## src/rtl/prf_pkg.sv

```systemverilog
// ----------------------------------------------------------------------------
// prf_pkg: shared types and constants of the page replacement unit
// Frame geometry, register indexes, the scan request that travels along the
// frame cells and the update command broadcast to them.
// ----------------------------------------------------------------------------
package prf_pkg;

    localparam int FRAMES     = 8;
    localparam int PAGE_BITS  = 16;
    localparam int AGE_BITS   = 16;
    localparam int COUNT_BITS = 16;
    localparam int IDX_W      = (FRAMES > 1) ? $clog2(FRAMES) : 1;
    localparam int CNT_W      = $clog2(FRAMES + 1);
    localparam int OUT_IDX_W  = 3;
    localparam int CFG_FRAMES_W = 4;
    localparam int CFG_W      = 4;
    localparam int CFG_ADDR_W = 1;
    localparam int IN_TDATA_W  = 16;
    localparam int OUT_TDATA_W = 24;

    localparam logic [CFG_ADDR_W-1:0] REG_POLICY = 1'd0;
    localparam logic [CFG_ADDR_W-1:0] REG_FRAMES = 1'd1;

    localparam logic POLICY_FIFO = 1'b0;
    localparam logic POLICY_LRU  = 1'b1;

    localparam logic [CFG_FRAMES_W-1:0] FRAMES_RESET = CFG_FRAMES_W'(FRAMES);
    localparam logic [AGE_BITS-1:0]     AGE_MAX      = '1;
    localparam logic [COUNT_BITS-1:0]   COUNT_MAX    = '1;

    typedef enum logic [1:0] {
        ST_IDLE,
        ST_SCAN,
        ST_COMMIT
    } state_t;

    // Lookup request handed from cell to cell, one cell per cycle.
    typedef struct packed {
        logic                 valid;
        logic [PAGE_BITS-1:0] page;
        logic                 hit;
        logic [IDX_W-1:0]     hit_idx;
        logic [AGE_BITS-1:0]  best_age;
        logic [IDX_W-1:0]     best_idx;
        logic                 ptr_valid;
    } token_t;

    // Update command broadcast to every cell once the lookup has finished.
    typedef struct packed {
        logic                 en;
        logic                 hit;
        logic                 lru;
        logic [IDX_W-1:0]     idx;
        logic [PAGE_BITS-1:0] page;
    } upd_t;

endpackage

```

## src/rtl/page_replacement_fifo_lru.sv

```systemverilog
// ----------------------------------------------------------------------------
// page_replacement_fifo_lru: FIFO / LRU page replacement unit
// Looks up one page reference per request in a row of frame cells and
// replaces a frame on a miss, in FIFO or least recently used order.
// ----------------------------------------------------------------------------
// Usage:
//   The slave channel takes one page reference per request: s_tdata carries
//   the page number and s_tuser the clear flag, which empties every frame and
//   zeroes the pointer and fault count before the lookup.
//   The master channel returns one result per request: the fault flag on
//   m_tuser, and the frame index and saturating fault count on m_tdata.
//   The lookup request walks through the row of frame cells one cell a cycle;
//   a request is accepted only while the unit is idle, once the previous
//   lookup has finished, and its result is then held in an output register.
//   A new request is accepted while an earlier result still waits; it stalls
//   at the end of its lookup until the output register is free.
//   Reset selects FIFO mode with all eight frames in use and marks every
//   frame empty. The configuration port takes a write in any cycle and must
//   only be written while the unit is idle.
// ----------------------------------------------------------------------------
module page_replacement_fifo_lru (
    input  logic                                aclk,
    input  logic                                aresetn,
    input  logic                                cfg_we,
    input  logic [prf_pkg::CFG_ADDR_W-1:0]      cfg_addr,
    input  logic [prf_pkg::CFG_W-1:0]           cfg_wdata,
    input  logic                                s_tvalid,
    output logic                                s_tready,
    input  logic [prf_pkg::IN_TDATA_W-1:0]      s_tdata,  // [15:0] page
    input  logic                                s_tuser,  // [0] clear_first
    output logic                                m_tvalid,
    input  logic                                m_tready,
    output logic [prf_pkg::OUT_TDATA_W-1:0]     m_tdata,  // [2:0] frame_index, [18:3] fault_total
    output logic                                m_tuser   // [0] fault
);

    prf_pkg::state_t                state_reg, state_next;
    logic                           policy_reg;
    logic [prf_pkg::CFG_FRAMES_W-1:0] frames_reg;
    logic [prf_pkg::CNT_W-1:0]      used_reg, used_next, used_cfg;
    logic [prf_pkg::IDX_W-1:0]      ptr_reg, ptr_next;
    logic [prf_pkg::COUNT_BITS-1:0] count_reg, count_next, count_inc;
    logic                           launch_valid_reg, launch_valid_next;
    logic [prf_pkg::PAGE_BITS-1:0]  launch_page_reg;
    prf_pkg::token_t                launch_tok;
    prf_pkg::token_t                fin_reg;
    logic                           fin_load;
    logic                           out_valid_reg, out_valid_next;
    logic                           out_fault_reg, out_fault_next;
    logic [prf_pkg::IDX_W-1:0]      out_idx_reg, out_idx_next;
    logic [prf_pkg::COUNT_BITS-1:0] out_count_reg, out_count_next;
    logic                           accept, clr;
    prf_pkg::upd_t                  upd;
    logic [prf_pkg::IDX_W-1:0]      victim;
    logic [prf_pkg::CNT_W-1:0]      victim_inc, ptr_wide;
    prf_pkg::token_t                chain [0:prf_pkg::FRAMES];
    logic [prf_pkg::FRAMES:0]       tok_valids;
    logic                           last_valid;

    assign accept   = s_tvalid && s_tready;
    assign clr      = accept && s_tuser;
    assign s_tready = (state_reg == prf_pkg::ST_IDLE);

    // Frame count from the register, held within 1 .. FRAMES.
    always_comb begin
        if (frames_reg == '0) begin
            used_cfg = prf_pkg::CNT_W'(1);
        end else if (frames_reg > prf_pkg::CFG_FRAMES_W'(prf_pkg::FRAMES)) begin
            used_cfg = prf_pkg::CNT_W'(prf_pkg::FRAMES);
        end else begin
            used_cfg = prf_pkg::CNT_W'(frames_reg);
        end
    end

    always_ff @(posedge aclk) begin
        if (!aresetn) begin
            policy_reg <= prf_pkg::POLICY_FIFO;
            frames_reg <= prf_pkg::FRAMES_RESET;
        end else if (cfg_we) begin
            case (cfg_addr)
                prf_pkg::REG_POLICY: policy_reg <= cfg_wdata[0];
                prf_pkg::REG_FRAMES: frames_reg <= cfg_wdata[prf_pkg::CFG_FRAMES_W-1:0];
                default: ;
            endcase
        end
    end

    // Lookup request enters the row from the launch register.
    always_comb begin
        launch_tok       = '0;
        launch_tok.valid = launch_valid_reg;
        launch_tok.page  = launch_page_reg;
    end

    assign chain[0] = launch_tok;

    genvar gi;
    generate
        for (gi = 0; gi < prf_pkg::FRAMES; gi++) begin : g_cell
            logic [prf_pkg::IDX_W-1:0] idx_c;
            assign idx_c = prf_pkg::IDX_W'(gi);
            prf_cell u_cell (
                .aclk     (aclk),
                .aresetn  (aresetn),
                .cell_idx (idx_c),
                .in_use   (prf_pkg::CNT_W'(idx_c) < used_reg),
                .is_ptr   (idx_c == ptr_reg),
                .clr      (clr),
                .upd      (upd),
                .tok_in   (chain[gi]),
                .tok_out  (chain[gi+1])
            );
        end
        for (gi = 0; gi <= prf_pkg::FRAMES; gi++) begin : g_vld
            assign tok_valids[gi] = chain[gi].valid;
        end
    endgenerate

    assign last_valid = chain[prf_pkg::FRAMES].valid;

    // Victim choice and pointer advance.
    assign victim     = (policy_reg == prf_pkg::POLICY_LRU && fin_reg.ptr_valid)
                        ? fin_reg.best_idx : ptr_reg;
    assign victim_inc = prf_pkg::CNT_W'(victim) + 1'b1;
    assign count_inc  = (count_reg != prf_pkg::COUNT_MAX) ? count_reg + 1'b1 : count_reg;
    assign ptr_wide   = prf_pkg::CNT_W'(ptr_reg);

    always_comb begin
        state_next        = state_reg;
        used_next         = used_reg;
        ptr_next          = ptr_reg;
        count_next        = count_reg;
        launch_valid_next = 1'b0;
        fin_load          = 1'b0;
        out_valid_next    = out_valid_reg && !m_tready;
        out_fault_next    = out_fault_reg;
        out_idx_next      = out_idx_reg;
        out_count_next    = out_count_reg;
        upd               = '0;
        upd.lru           = (policy_reg == prf_pkg::POLICY_LRU);
        upd.page          = fin_reg.page;
        upd.hit           = fin_reg.hit;
        upd.idx           = fin_reg.hit ? fin_reg.hit_idx : victim;

        case (state_reg)
            prf_pkg::ST_IDLE: begin
                if (accept) begin
                    used_next         = used_cfg;
                    launch_valid_next = 1'b1;
                    if (s_tuser || ptr_wide >= used_cfg) begin
                        ptr_next = '0;
                    end
                    if (s_tuser) begin
                        count_next = '0;
                    end
                    state_next = prf_pkg::ST_SCAN;
                end
            end
            prf_pkg::ST_SCAN: begin
                if (last_valid) begin
                    fin_load   = 1'b1;
                    state_next = prf_pkg::ST_COMMIT;
                end
            end
            prf_pkg::ST_COMMIT: begin
                if (!out_valid_reg || m_tready) begin
                    upd.en         = 1'b1;
                    out_valid_next = 1'b1;
                    out_fault_next = !fin_reg.hit;
                    if (fin_reg.hit) begin
                        out_idx_next   = fin_reg.hit_idx;
                        out_count_next = count_reg;
                    end else begin
                        out_idx_next   = victim;
                        out_count_next = count_inc;
                        count_next     = count_inc;
                        ptr_next       = (victim_inc >= used_reg) ? '0
                                         : prf_pkg::IDX_W'(victim_inc);
                    end
                    state_next = prf_pkg::ST_IDLE;
                end
            end
            default: state_next = prf_pkg::ST_IDLE;
        endcase
    end

    always_ff @(posedge aclk) begin
        if (!aresetn) begin
            state_reg        <= prf_pkg::ST_IDLE;
            used_reg         <= prf_pkg::CNT_W'(prf_pkg::FRAMES);
            ptr_reg          <= '0;
            count_reg        <= '0;
            launch_valid_reg <= 1'b0;
            out_valid_reg    <= 1'b0;
        end else begin
            state_reg        <= state_next;
            used_reg         <= used_next;
            ptr_reg          <= ptr_next;
            count_reg        <= count_next;
            launch_valid_reg <= launch_valid_next;
            out_valid_reg    <= out_valid_next;
        end
    end

    always_ff @(posedge aclk) begin
        if (accept) begin
            launch_page_reg <= s_tdata[prf_pkg::PAGE_BITS-1:0];
        end
        if (fin_load) begin
            fin_reg <= chain[prf_pkg::FRAMES];
        end
        out_fault_reg <= out_fault_next;
        out_idx_reg   <= out_idx_next;
        out_count_reg <= out_count_next;
    end

    assign m_tvalid = out_valid_reg;
    assign m_tuser  = out_fault_reg;
    assign m_tdata  = {(prf_pkg::OUT_TDATA_W - prf_pkg::COUNT_BITS - prf_pkg::OUT_IDX_W)'(0),
                       out_count_reg, prf_pkg::OUT_IDX_W'(out_idx_reg)};

    // Only one lookup request is ever in flight along the row.
    a_one_token: assert property (@(posedge aclk) disable iff (!aresetn)
        $onehot0(tok_valids))
        else $error("more than one lookup request in the frame row");

    // A launched request reaches the end of the row after passing every frame cell.
    a_scan_len: assert property (@(posedge aclk) disable iff (!aresetn)
        launch_valid_reg |-> ##(prf_pkg::FRAMES) last_valid)
        else $error("lookup request lost in the frame row");

    // A new result is only presented together with a broadcast update.
    a_out_upd: assert property (@(posedge aclk) disable iff (!aresetn)
        $rose(out_valid_reg) |-> $past(upd.en))
        else $error("result presented without a frame update");

    // A reported fault always counts at least one fault.
    a_fault_cnt: assert property (@(posedge aclk) disable iff (!aresetn)
        (m_tvalid && m_tuser) |-> (out_count_reg != '0))
        else $error("fault reported with a zero fault count");

    // The reported frame is always one of the frames in use.
    a_idx_range: assert property (@(posedge aclk) disable iff (!aresetn)
        m_tvalid |-> (prf_pkg::CNT_W'(out_idx_reg) < used_reg))
        else $error("reported frame outside the frames in use");

endmodule

```

## src/rtl/prf_cell.sv

```systemverilog
// ----------------------------------------------------------------------------
// prf_cell: one page frame
// Holds a frame's page, valid bit and age, adds its own view to the passing
// lookup request and applies the broadcast update.
// ----------------------------------------------------------------------------
module prf_cell (
    input  logic                      aclk,
    input  logic                      aresetn,
    input  logic [prf_pkg::IDX_W-1:0] cell_idx,
    input  logic                      in_use,
    input  logic                      is_ptr,
    input  logic                      clr,
    input  prf_pkg::upd_t             upd,
    input  prf_pkg::token_t           tok_in,
    output prf_pkg::token_t           tok_out
);

    logic [prf_pkg::PAGE_BITS-1:0] page_reg;
    logic                          valid_reg, valid_next;
    logic [prf_pkg::AGE_BITS-1:0]  age_reg, age_next;
    prf_pkg::token_t               tok_reg, tok_next;
    logic                          sel;

    assign sel = upd.en && in_use && (upd.idx == cell_idx);

    always_comb begin
        tok_next = tok_in;
        if (in_use) begin
            if (valid_reg && (page_reg == tok_in.page) && !tok_in.hit) begin
                tok_next.hit     = 1'b1;
                tok_next.hit_idx = cell_idx;
            end
            if (is_ptr) begin
                tok_next.ptr_valid = valid_reg;
            end
            // The pointer's frame wins a tie; any other frame must be strictly older.
            if ((age_reg > tok_in.best_age) || (is_ptr && age_reg == tok_in.best_age)) begin
                tok_next.best_age = age_reg;
                tok_next.best_idx = cell_idx;
            end
        end
    end

    always_comb begin
        valid_next = valid_reg;
        age_next   = age_reg;
        if (clr) begin
            valid_next = 1'b0;
            age_next   = '0;
        end else if (upd.en && in_use) begin
            if (upd.lru) begin
                if (sel) begin
                    age_next = '0;
                end else if (age_reg != prf_pkg::AGE_MAX) begin
                    age_next = age_reg + 1'b1;
                end
            end
            if (sel && !upd.hit) begin
                valid_next = 1'b1;
            end
        end
    end

    always_ff @(posedge aclk) begin
        if (!aresetn) begin
            valid_reg     <= 1'b0;
            age_reg       <= '0;
            tok_reg.valid <= 1'b0;
        end else begin
            valid_reg     <= valid_next;
            age_reg       <= age_next;
            tok_reg.valid <= tok_next.valid;
        end
        tok_reg.page      <= tok_next.page;
        tok_reg.hit       <= tok_next.hit;
        tok_reg.hit_idx   <= tok_next.hit_idx;
        tok_reg.best_age  <= tok_next.best_age;
        tok_reg.best_idx  <= tok_next.best_idx;
        tok_reg.ptr_valid <= tok_next.ptr_valid;
        if (sel && !upd.hit) begin
            page_reg <= upd.page;
        end
    end

    assign tok_out = tok_reg;

endmodule

```

## config.mk

```make
export PLATFORM = sky130hd
export DESIGN_NAME = page_replacement_fifo_lru
export DESIGN_NICKNAME = d
export VERILOG_FILES = /design/src/rtl/prf_pkg.sv /design/src/rtl/page_replacement_fifo_lru.sv /design/src/rtl/prf_cell.sv
export SDC_FILE = /design/constraint.sdc
export NUM_CORES = 1
export LEC_CHECK = 0
export BUFFER_PORTS_ARGS = -buffer_cell sky130_fd_sc_hd__buf_2
export CORE_MARGIN = 2
export CORE_UTILIZATION = 35
export DETAILED_ROUTE_END_ITERATION = 12
export GPL_ROUTABILITY_DRIVEN = 0
export PLACE_DENSITY = 0.54
export SYNTH_ARGS = -nofsm -noshare
export SYNTH_HDL_FRONTEND = slang
export SYNTH_HIERARCHICAL = 1
export SYNTH_SLANG_ARGS = --single-unit
```

## constraint.sdc

```tcl
create_clock -name aclk -period 3.6 [get_ports aclk]
set_input_delay 0.36 -clock aclk [delete_from_list [all_inputs] [get_ports aclk]]
set_output_delay 0.36 -clock aclk [all_outputs]
set_load 0.02 [all_outputs]
```

# After elaboration in Yosys (flattened, before gate mapping)
# Cells that the tools add are included.
# op_classes
n_addsub	10
multipliers	0
div	0
magnitude_cmp	19
eq_ne	46
shifts	0
mux	72
n_bitwise	2
reduce_logical	112
# op_table
cell	count
16-bit two-way mux	21
16-bit equality test	15
24-bit two-way mux	7
16-bit by 1-bit adder with 16-bit output, second input constant	9
16-bit != test, second input constant	9
19-bit two-way mux	7
16-bit > comparator	7
1-bit logical AND	51
4-bit two-way mux	10
16-bit one-hot mux with 2 select lines	1
2-bit AND reduction	15
3-bit AND reduction	9
3-bit two-way mux	7
2-bit nonzero test	9
16-bit by 1-bit > comparator with 1-bit output, second input constant	1
16-bit zero test	1
3-bit by 4-bit < comparator with 1-bit output, first input constant	4
1-bit two-way mux	14
3-bit equality test, first input constant	4
3-bit equality test, second input constant	4
1-bit zero test	10
1-bit logical OR	10
1-bit by 4-bit < comparator with 1-bit output, first input constant	2
2-bit by 4-bit < comparator with 1-bit output, first input constant	2
22 further kinds	32
# totals
register_bits	668
latchBits	0
ram_bits	0
romBits	0
elab_cells	357
n_memories	0

# Depth between registers and ports, before layout
# Gate-level depths: netlist of the first run.
# logic_depth
ltp_word	8
ltp_mapped	11

# Hierarchy
# Netlist of the first run, hierarchy kept.
# modules_own_cells
module	n_inst	cells_per_inst	area_per_inst_um2	seq_area_each_um2
prf_cell (g_cell[0].u_cell ...)	7	270	3094.2	1641.6
page_replacement_fifo_lru	1	346	4025.1	2442.3
prf_cell (g_cell[2].u_cell)	1	276	3128.0	1641.6

# Worst setup path before layout of the first run
# Ideal clock, no wire load.
# synth_timing
path_kind	reg-to-reg
start	register policy_reg
end	register g_cell[4].u_cell/page_reg[0] (netlist name), enable pin
arrival_ps	3121
setup_slack_ps	89
path_stages_with_launch	8
synth_period_minus_slack_ps	3511
path_cell_list	dfxtp_1 > nand2_1 > mux2i_1 > a21oi_1 > xor2_1 > or4_1 > clkbuf_1 > nor2_1
# synth_rtl
element	line	rtl
from (decl)	page_replacement_fifo_lru.sv:38	logic policy_reg;
from (signal assigned)	page_replacement_fifo_lru.sv:77	policy_reg <= prf_pkg::POLICY_FIFO;
from (signal assigned)	page_replacement_fifo_lru.sv:81	prf_pkg::REG_POLICY: policy_reg <= cfg_wdata[0];
to (signal assigned)	prf_cell.sv:81	page_reg <= upd.page;
to (decl)	prf_cell.sv:18	logic [prf_pkg::PAGE_BITS-1:0] page_reg;

==> results of run 1 <==
==> where the power goes <==
| part | internal, mW | leakage (nW) | switching (mW) |
|---|---|---|---|
| logic | 0.238 | 6.24 | 0.303 |
| registers | 7.90 | 5.66 | 0.110 |
| clock network | 4.60 | 1.23 | 3.06 |
| total | 12.7 | 13.1 | 3.47 |
==> timing repair <==
item	in CTS	in global routing
hold buffers	16	0
endpoints found under the hold margin	16	0
resized for setup	0	0
==> critical path, cell delays in order, from the launching register on <==
cell,delay [ns]
edfxtp_1,0.37
nand2_1,0.15
mux2i_1,0.35
a21oi_1,0.35
buf_4,0.30
xor2_1,0.20
nor4_4,0.56
nor4_4,0.13
buf_4,0.20
or4_1,0.48
a21oi_1,0.14
==> per-layer routing <==
layer	wire (um)	up-vias
met3	2827	96
met1	30070	9046
met2	29820	400
met5	16	-
met4	1487	2
li1	-	9356
==> worst max path at each step <==
stage / start / to / slack [ns] / depth (start not counted)
4_1_cts: fin_reg[0] / g_cell[2].u_cell/age_reg[9] / 0.32 / 10
5_1_grt: fin_reg[0] / g_cell[7].u_cell/age_reg[5] / 0.07 / 9
3_3_place_gp: fin_reg[0] / g_cell[2].u_cell/age_reg[7] / 0.47 / 10
2_1_floorplan: policy_reg / g_cell[4].u_cell/page_reg[0] / 0.09 / 7
6_report: fin_reg[0] / g_cell[2].u_cell/age_reg[7] / 0.29 / 10
3_5_place_dp: fin_reg[0] / g_cell[2].u_cell/age_reg[9] / 0.37 / 10
==> layout make-up <==
class                      instances  area (um^2)  share of cell area [%]
clock buffer                     101         2083                   6.326
clock inverter                    34        422.9                   1.284
inverter                         188        705.7                   2.143
multi-input combinational       1685        12390                   37.61
sequential                       668        15250                   46.32
tap                             1060         1326                   4.027
timing repair buffer             108        755.7                   2.295
==> metrics by stage <==
step | utilization, % | total power, mW | std cells | area, um^2 | setup slack (ns)
2_1_floorplan | - | 8.488 | 2593 | 28690 | 0.08919
3_3_place_gp | 37.70 | 8.675 | 3693 | 30270 | 0.4735
3_5_place_dp | 37.70 | 8.693 | 3693 | 30270 | 0.3742
4_1_cts | 41.02 | 16.42 | 3844 | 32930 | 0.3180
5_1_grt | 41.02 | 16.82 | 3844 | 32930 | 0.06880
6_report | 41.02 | 16.20 | 3844 | 32930 | 0.2858
==> results by group, run 1 <==
Run status
  • Status: completed

Clock network
  • Root buffer cell: clkbuf_16
  • Clk slew on worst S/H paths: approximately 0.06 ns
  • CTS buffer count: 74
  • CTS tree: done
  • CTS H-Tree Depth: 3
  • Skew-Pair Late Insertion Delay: 0.62 ns
  • Number of setup buffers added after CTS: 0
  • Clock Path Buffers: 3
  • Sink Count: around 670

Place
  • # port buffers: between 40 and 50
  • Final HPWL DP: between 40000 and 50000 um

Layout
  • Number of fill cells: between 7000 and 8000
  • Most frequent cells in the layout: dfxtp_1, edfxtp_1, inv_1
  • Fin nets: 2897
  • Max FFs per register: between 300 and 400
  • Diodes inserted: 0
  • Share of cells above drive strength 1: 14.69%
  • Leading cell type in the layout, fill and taps excluded: dfxtp_1
  • Area growth, synth to finish: 16.52%

Critical path
  • CP Max Fanout: 14
  • FF-to-FF setup slack: between 0.2 and 0.3 ns
  • Crit Reg-Reg Endpoint: g_cell[2].u_cell/age_reg[7]
  • Worst r2r path cells: 10
  • Critical path type: reg2reg
  • Worst reg2reg path startpoint: fin_reg[0]
  • Critical Path RT: approximately 4.1 ns
  • Worst setup SP type: flip-flop
  • CP endpoint kind: flip-flop
  • CP arrival: slightly below 4 ns

STA
  • RSZ-0062 raised after global routing: false
  • Slew HR: between 10% and 20%
  • Final setup violation count: 0
  • Pins over their slew limit: 0
  • Slew @ Worst Pin: about 1.2 ns
  • Fmax: 301.7 MHz
  • Hold Vio Cnt, Final: 0
  • Hold WS: between 0.06 and 0.07 ns
  • Tcrit/Tclk final: between 90% and 100%
  • Fin Setup TNS: 0 ns
  • Clock Skew: 0.01804 ns
  • Final min period: between 3 and 4 ns

Pwr
  • Max VDD drop: 0.3040 mV
  • Leakage power: 13.13 nW
  • Power density cells: slightly below 500 mW/mm^2

Worst hold path
  • HP Class: in2reg
  • Hold wc startpoint: cfg_wdata[0]
  • Worst Hold Depth: 3
  • Hold Path End: frames_reg[0]

Routing
  • Detailed-route wire length: roughly 64000 um
  • Drt pass-1 iters: 6
  • DR WL/cell: around 17 um
  • Via count: 18900
  • Vias per cell: about 5
  • 1st-iter DRT viols: approximately 1200
  • # DRC: 0
  • DRT antenna net count: 0

Yosys
  • Synthesized instance count: approximately 2500
  • Mapped Avg Cell Area: around 11 um^2
  • Synthesis Warnings: 6
  • Mapped Area: roughly 0.028 mm^2

Floorplanning
  • Die Span Y: between 200 and 300 um
  • Core Region: between 0.08 and 0.09 mm^2
  • Die area: 0.08304 mm^2
  • Die W: between 200 and 300 um
  • # rows: ~100
  • Initial Util: roughly a third
  • Num ports: between 50 and 60

Global routing
  • Global-route wire length before repair: between 100000 and 150000 um
  • Largest net degree at the start of global routing: 27
  • GRT Max-Usage Layer: met2
  • GRT met1 Usage: 20.94%
  • Vias in the first global route: roughly 19000
  • M3 GR Usage: under 10%
  • GR Util All Layers: between 10% and 20%
  • M2 GR Usage: 25.48%
  • Overflow after GRT: 0
  • Initial antenna violation count: 3

Job
  • Max cap viols: 0
Note: power is estimated with default switching activity, not from simulation.
==> run 2: changes to the inputs <==
==> constraint.sdc (replaced) <==
create_clock -name aclk -period 3.6 [get_ports aclk]
set_input_delay 0.54 -clock aclk [delete_from_list [all_inputs] [get_ports aclk]]
set_output_delay 0.54 -clock aclk [all_outputs]
set_load 0.02 [all_outputs]
==> results by group, run 2 (synthesized netlist as in run 1, its figures left out) <==
Run status
  • Status: completed

STA
  • Slew HR: 22.16%
  • Fmax: 302.2 MHz
  • Fin Setup TNS: 0 ns
  • Hold Vio Cnt, Final: 0
  • Clock Skew: about 0.037 ns
  • Slew @ Worst Pin: between 1 and 1.5 ns
  • Tcrit/Tclk final: between 90% and 100%
  • Pins over their slew limit: 0
  • Final setup violation count: 0
  • RSZ-0062 raised after global routing: false
  • Final min period: approximately 3.3 ns

Worst hold path
  • Worst Hold Depth: 1
  • HP Class: in2reg
  • Hold wc startpoint: s_tdata[12]
  • Hold Path End: launch_page_reg[12]

Floorplanning
  • Die Span Y: 288.2 um
  • Initial Util: between 30% and 40%
  • Die W: between 200 and 300 um
  • Die area: between 0.08 and 0.09 mm^2
  • Core Region: around 0.080 mm^2
  • # rows: between 100 and 150
  • Num ports: 54

Pwr
  • Net Sw Frac: roughly 22%
  • Power density cells: between 400 and 500 mW/mm^2
  • Leakage power: between 10 and 15 nW
  • Cell-internal power: approximately 13 mW
  • Gate power share: 3.3%
  • Clock share of power: a little under half
  • Seq pwr share: roughly 50%
  • Max VDD drop: roughly 0.38 mV
  • Switch Pwr: 3.507 mW

Routing
  • DR WL/cell: 16.76 um
  • # DRC: 0
  • Via count: 18917
  • DRT antenna net count: 0
  • 1st-iter DRT viols: 1305
  • Drt pass-1 iters: 6
  • Detailed-route wire length: 64180 um
  • Vias per cell: 4.939

Clock network
  • Root buffer cell: clkbuf_16
  • CTS buffer count: between 70 and 80
  • Skew-Pair Late Insertion Delay: about 0.63 ns
  • CTS tree: done
  • Clock Path Buffers: 3
  • CTS H-Tree Depth: 3
  • Sink Count: around 670
  • CTS Hold Buffers Added: 0
  • Number of setup buffers added after CTS: 0
  • Clk slew on worst S/H paths: 0.06 ns

Global routing
  • Vias in the first global route: 18887
  • Largest net degree at the start of global routing: 27
  • Global-route wire length before repair: 103300 um
  • Initial antenna violation count: 1
  • Overflow after GRT: 0
  • GR Util All Layers: approximately 16%

Critical path
  • Crit Reg-Reg Endpoint: g_cell[6].u_cell/age_reg[7]
  • CP endpoint kind: flip-flop
  • Worst r2r path cells: 9
  • FF-to-FF setup slack: between 0.2 and 0.3 ns
  • CP cell instances: nand2_1 > mux2_2 > mux2_2 > xor2_1 > o41ai_1 > nor4_1 > or2_2 > or3_1 > a21oi_1
  • Slowest stage delay, CP: around 0.5 ns
  • CP arrival: 3.85 ns
  • Critical path type: reg2reg
  • Worst reg2reg path startpoint: fin_reg[0]
  • CP Max Fanout: 9
  • Worst setup SP type: flip-flop
  • Critical Path RT: roughly 4.1 ns
  • CP max-delay cell: o41ai_1
  • Crit path top cell by count: mux2_2

Layout
  • Leading cell type in the layout, fill and taps excluded: dfxtp_1
  • Fin nets: 2883
  • Fin cells: ~3800
  • Most frequent cells in the layout: dfxtp_1, edfxtp_1, inv_1
  • Area growth, synth to finish: 15.96%
  • Util after Layout: about two fifths
  • Diodes inserted: 0
  • Max FFs per register: between 300 and 400
  • Share of cells above drive strength 1: about 15%

Place
  • Inst Count DP: approximately 3700
  • Final HPWL DP: slightly below 50000 um
  • # port buffers: 48

Job
  • Max cap viols: 0
-- run 2: worst max path at each step --
stage | end | from | slack (ns) | cells after the start
global route | g_cell[6].u_cell/age_reg[7] | fin_reg[0] | 0.06 | 9
finish | g_cell[6].u_cell/age_reg[7] | fin_reg[0] | 0.29 | 9
floorplan | g_cell[4].u_cell/page_reg[0] | policy_reg | 0.09 | 7
global placement | g_cell[0].u_cell/age_reg[9] | fin_reg[0] | 0.38 | 10
detailed placement | g_cell[6].u_cell/age_reg[7] | fin_reg[0] | 0.34 | 9
CTS | g_cell[6].u_cell/age_reg[7] | fin_reg[0] | 0.26 | 9
-- run 2: layer usage --
metal | track usage [%] | vias to the layer above | share of wire (%)
met5 | 0 | - | 0.025
met2 | 25.23 | 398 | 46
li1 | - | 9331 | -
met1 | 21.21 | 9088 | 48
met3 | 2.559 | 98 | 4.4
met4 | 5.583 | 2 | 2.4
-- run 2: area by class of cell --
type / instances / area [um^2]
timing repair buffer: 95 / 618.1
inverter: 188 / 705.7
tap: 1060 / 1326
sequential: 668 / 15250
multi-input combinational: 1685 / 12390
clock inverter: 39 / 489.2
clock buffer: 95 / 1992
fill: 7588 / 47510
-- run 2: stage by stage --
| step | setup WS [ns] | total power, mW | cell area [um^2] | hold slack, ns |
|---|---|---|---|---|
| 2_1_floorplan | 0.08919 | 8.488 | 28690 | 0.3308 |
| 3_3_place_gp | 0.3808 | 8.677 | 30290 | 0.3410 |
| 3_5_place_dp | 0.3423 | 8.696 | 30290 | 0.3383 |
| 4_1_cts | 0.2606 | 16.38 | 32770 | 0.04408 |
| 5_1_grt | 0.05761 | 16.76 | 32780 | 0.06501 |
| 6_report | 0.2904 | 16.17 | 32780 | 0.08573 |
-- run 2: repair_timing --
action	CTS	global route
resized for setup	0	1
hold endpoints to repair	0	0
setup endpoints to repair	0	1
-- run 2: power by group through the flow --
stage          registers [mW]  logic, mW  clock network, mW
2_1_floorplan            8.12      0.363                  0
3_3_place_gp             8.17      0.510                  0
3_5_place_dp             8.17      0.524                  0
4_1_cts                  8.01      0.528               7.85
5_1_grt                  8.02      0.591               8.15
6_report                 8.01      0.532               7.63
-- run 2: critical path: cells and delay by family, from the launching register on --
kind	cells	cell delay (ns)
AND/OR/NAND/NOR	4	1.07
multiplexers	2	0.85
AO/OA/AOI/OAI	2	0.68
flip-flops	1	0.39
XOR/XNOR	1	0.22
==> run 3: changes to the inputs <==
--- a/config.mk
+++ b/config.mk
@@ -6,11 +6,13 @@
 export NUM_CORES = 1
 export LEC_CHECK = 0
 export BUFFER_PORTS_ARGS = -buffer_cell sky130_fd_sc_hd__buf_2
+export CELL_PAD_IN_SITES_DETAIL_PLACEMENT = 1
+export CELL_PAD_IN_SITES_GLOBAL_PLACEMENT = 2
 export CORE_MARGIN = 2
 export CORE_UTILIZATION = 35
 export DETAILED_ROUTE_END_ITERATION = 12
 export GPL_ROUTABILITY_DRIVEN = 0
-export PLACE_DENSITY = 0.54
+export PLACE_DENSITY = 0.72
 export SYNTH_ARGS = -nofsm -noshare
 export SYNTH_HDL_FRONTEND = slang
 export SYNTH_HIERARCHICAL = 1
==> results by group, run 3 (synthesized netlist as in run 1, its figures left out) <==
STA
  • Tcrit/Tclk final: 92.49%
  • Final min period: around 3.3 ns
  • Final setup violation count: 0
  • RSZ-0062 raised after global routing: false
  • Fmax: around 300 MHz
  • Slew @ Worst Pin: 1.275 ns
  • Hold WS: roughly 0.095 ns
  • Clock Skew: between 0.02 and 0.03 ns
  • Slew HR: around 14%
  • Fin Setup TNS: 0 ns
  • Hold Vio Cnt, Final: 0
  • Pins over their slew limit: 0

Floorplanning
  • Initial Util: around a third
  • Die area: roughly 0.083 mm^2
  • # rows: ~100
  • Core Region: ~0.08 mm^2
  • Num ports: between 50 and 60
  • Die Span Y: ~290 um
  • Die W: just under 300 um

Critical path
  • Critical path type: reg2reg
  • Crit path top cell by count: mux2_2
  • FF-to-FF setup slack: around 0.27 ns
  • CP cell instances: nand2_1 > mux2_2 > mux2_2 > xor2_1 > o41ai_1 > nor4_1 > or2_2 > or3_1 > a21oi_1
  • Worst setup SP type: flip-flop
  • Buf+Inv Stages, Crit Path: 0
  • Kind of cell adding the most delay to the critical path: simple AND/OR/NAND/NOR gates
  • CP endpoint kind: flip-flop
  • CP arrival: 3.88 ns
  • Critical Path RT: between 4 and 5 ns
  • CP max-delay cell: o41ai_1
  • CP Max Fanout: 9
  • Slowest stage delay, CP: 0.60 ns

Clock network
  • Number of setup buffers added after CTS: 0
  • CTS H-Tree Depth: 3
  • Skew-Pair Late Insertion Delay: 0.62 ns
  • Post-cts resize count: 0
  • CTS tree: done
  • Sink Count: roughly 670
  • CTS Hold Buffers Added: 0
  • Clock Path Buffers: 3
  • Clk slew on worst S/H paths: 0.07 ns
  • CTS buffer count: 75
  • Root buffer cell: clkbuf_16

Worst hold path
  • HP Class: in2reg

Global routing
  • Vias in the first global route: 20922
  • Largest net degree at the start of global routing: 27
  • Initial antenna violation count: 1
  • GR Util All Layers: around 18%
  • Overflow after GRT: 0
  • Global-route wire length before repair: between 100000 and 150000 um

Routing
  • Drt pass-1 iters: 6
  • Vias per cell: slightly above 5
  • 1st-iter DRT viols: approximately 1000
  • Detailed-route wire length: 72790 um
  • DRT antenna net count: 0
  • DR WL/cell: between 15 and 20 um
  • Via count: between 15000 and 20000
  • # DRC: 0

Pwr
  • Cell-internal power: approximately 13 mW
  • Gate power share: under 10%
  • Leakage power: between 10 and 15 nW
  • Net Sw Frac: between 20 and 25%
  • Clock share of power: between 40% and 50%
  • Power density cells: around 500 mW/mm^2
  • Seq pwr share: 48.7%
  • Switch Pwr: approximately 3.6 mW
  • Max VDD drop: 0.3306 mV

Layout
  • Most frequent cells in the layout: dfxtp_1, edfxtp_1, inv_1
  • Area occupied by multi-input gates: ~0.012 mm^2
  • Diodes inserted: 0
  • Area growth, synth to finish: 16.25%
  • Max FFs per register: around 310
  • Sequential cell area: approximately 0.015 mm^2
  • Share of cells above drive strength 1: roughly 15%
  • Leading cell type in the layout, fill and taps excluded: dfxtp_1
  • Number of fill cells: about 8700
  • Fin nets: approximately 2900

Place
  • Final HPWL DP: ~55000 um
  • # port buffers: between 40 and 50

Job
  • Max cap viols: 0

Run status
  • Status: completed
run 3: final timing paths:
check	from	endpoint	depth (start not counted)
setup / recovery	fin_reg[0]	g_cell[0].u_cell/age_reg[7]	9
hold reg to reg	g_cell[5].u_cell/tok_out[33]	g_cell[6].u_cell/tok_out[33]	0
hold / removal	s_tdata[6]	launch_page_reg[6]	1
setup reg to reg	fin_reg[0]	g_cell[0].u_cell/age_reg[7]	9
run 3: area by class of cell:
| cell class | count | share of cell area, % |
|---|---|---|
| multi-input cells | 1685 | 37.69 |
| flip-flops and latches | 668 | 46.43 |
| repair buffers | 95 | 1.843 |
| well taps | 1060 | 4.036 |
| inverters | 188 | 2.148 |
| clock buffers | 101 | 6.508 |
| clock inverters | 36 | 1.344 |
run 3: metal layers:
layer	share of wire, %	wire (um)	vias to the layer above	global-route usage (%)
met2	48	35010	288	30.21
met4	2.7	1988	2	5.933
met1	46	33710	9589	23.06
met5	0.022	16	-	0
met3	2.8	2068	131	2.449
li1	-	-	9316	-
run 3: metrics by stage:
stage | cells | cell area [um^2] | utilization, % | setup WS (ns) | power (mW)
2_1_floorplan | 2593 | 28690 | - | 0.08919 | 8.488
3_3_place_gp | 3696 | 30280 | 37.71 | 0.4487 | 8.684
3_5_place_dp | 3696 | 30280 | 37.71 | 0.3468 | 8.716
4_1_cts | 3833 | 32860 | 40.93 | 0.2741 | 16.67
5_1_grt | 3833 | 32860 | 40.93 | 0.03823 | 17.05
6_report | 3833 | 32860 | 40.93 | 0.2705 | 16.44
run 3: worst register-to-register path: stages, from the launching register on:
cell,delay [ns]
edfxtp_1,0.39
nand2_1,0.14
mux2_2,0.38
mux2_2,0.47
xor2_1,0.25
o41ai_1,0.60
nor4_1,0.13
or2_2,0.38
or3_1,0.33
a21oi_1,0.18
run 3: power groups by stage:
| stage | sequential, mW | combinational (mW) | clock, mW |
|---|---|---|---|
| global route | 8.03 | 0.607 | 8.41 |
| floorplan | 8.12 | 0.363 | 0 |
| detailed placement | 8.18 | 0.537 | 0 |
| global placement | 8.17 | 0.513 | 0 |
| CTS | 8.02 | 0.543 | 8.11 |
| finish | 8.01 | 0.541 | 7.89 |
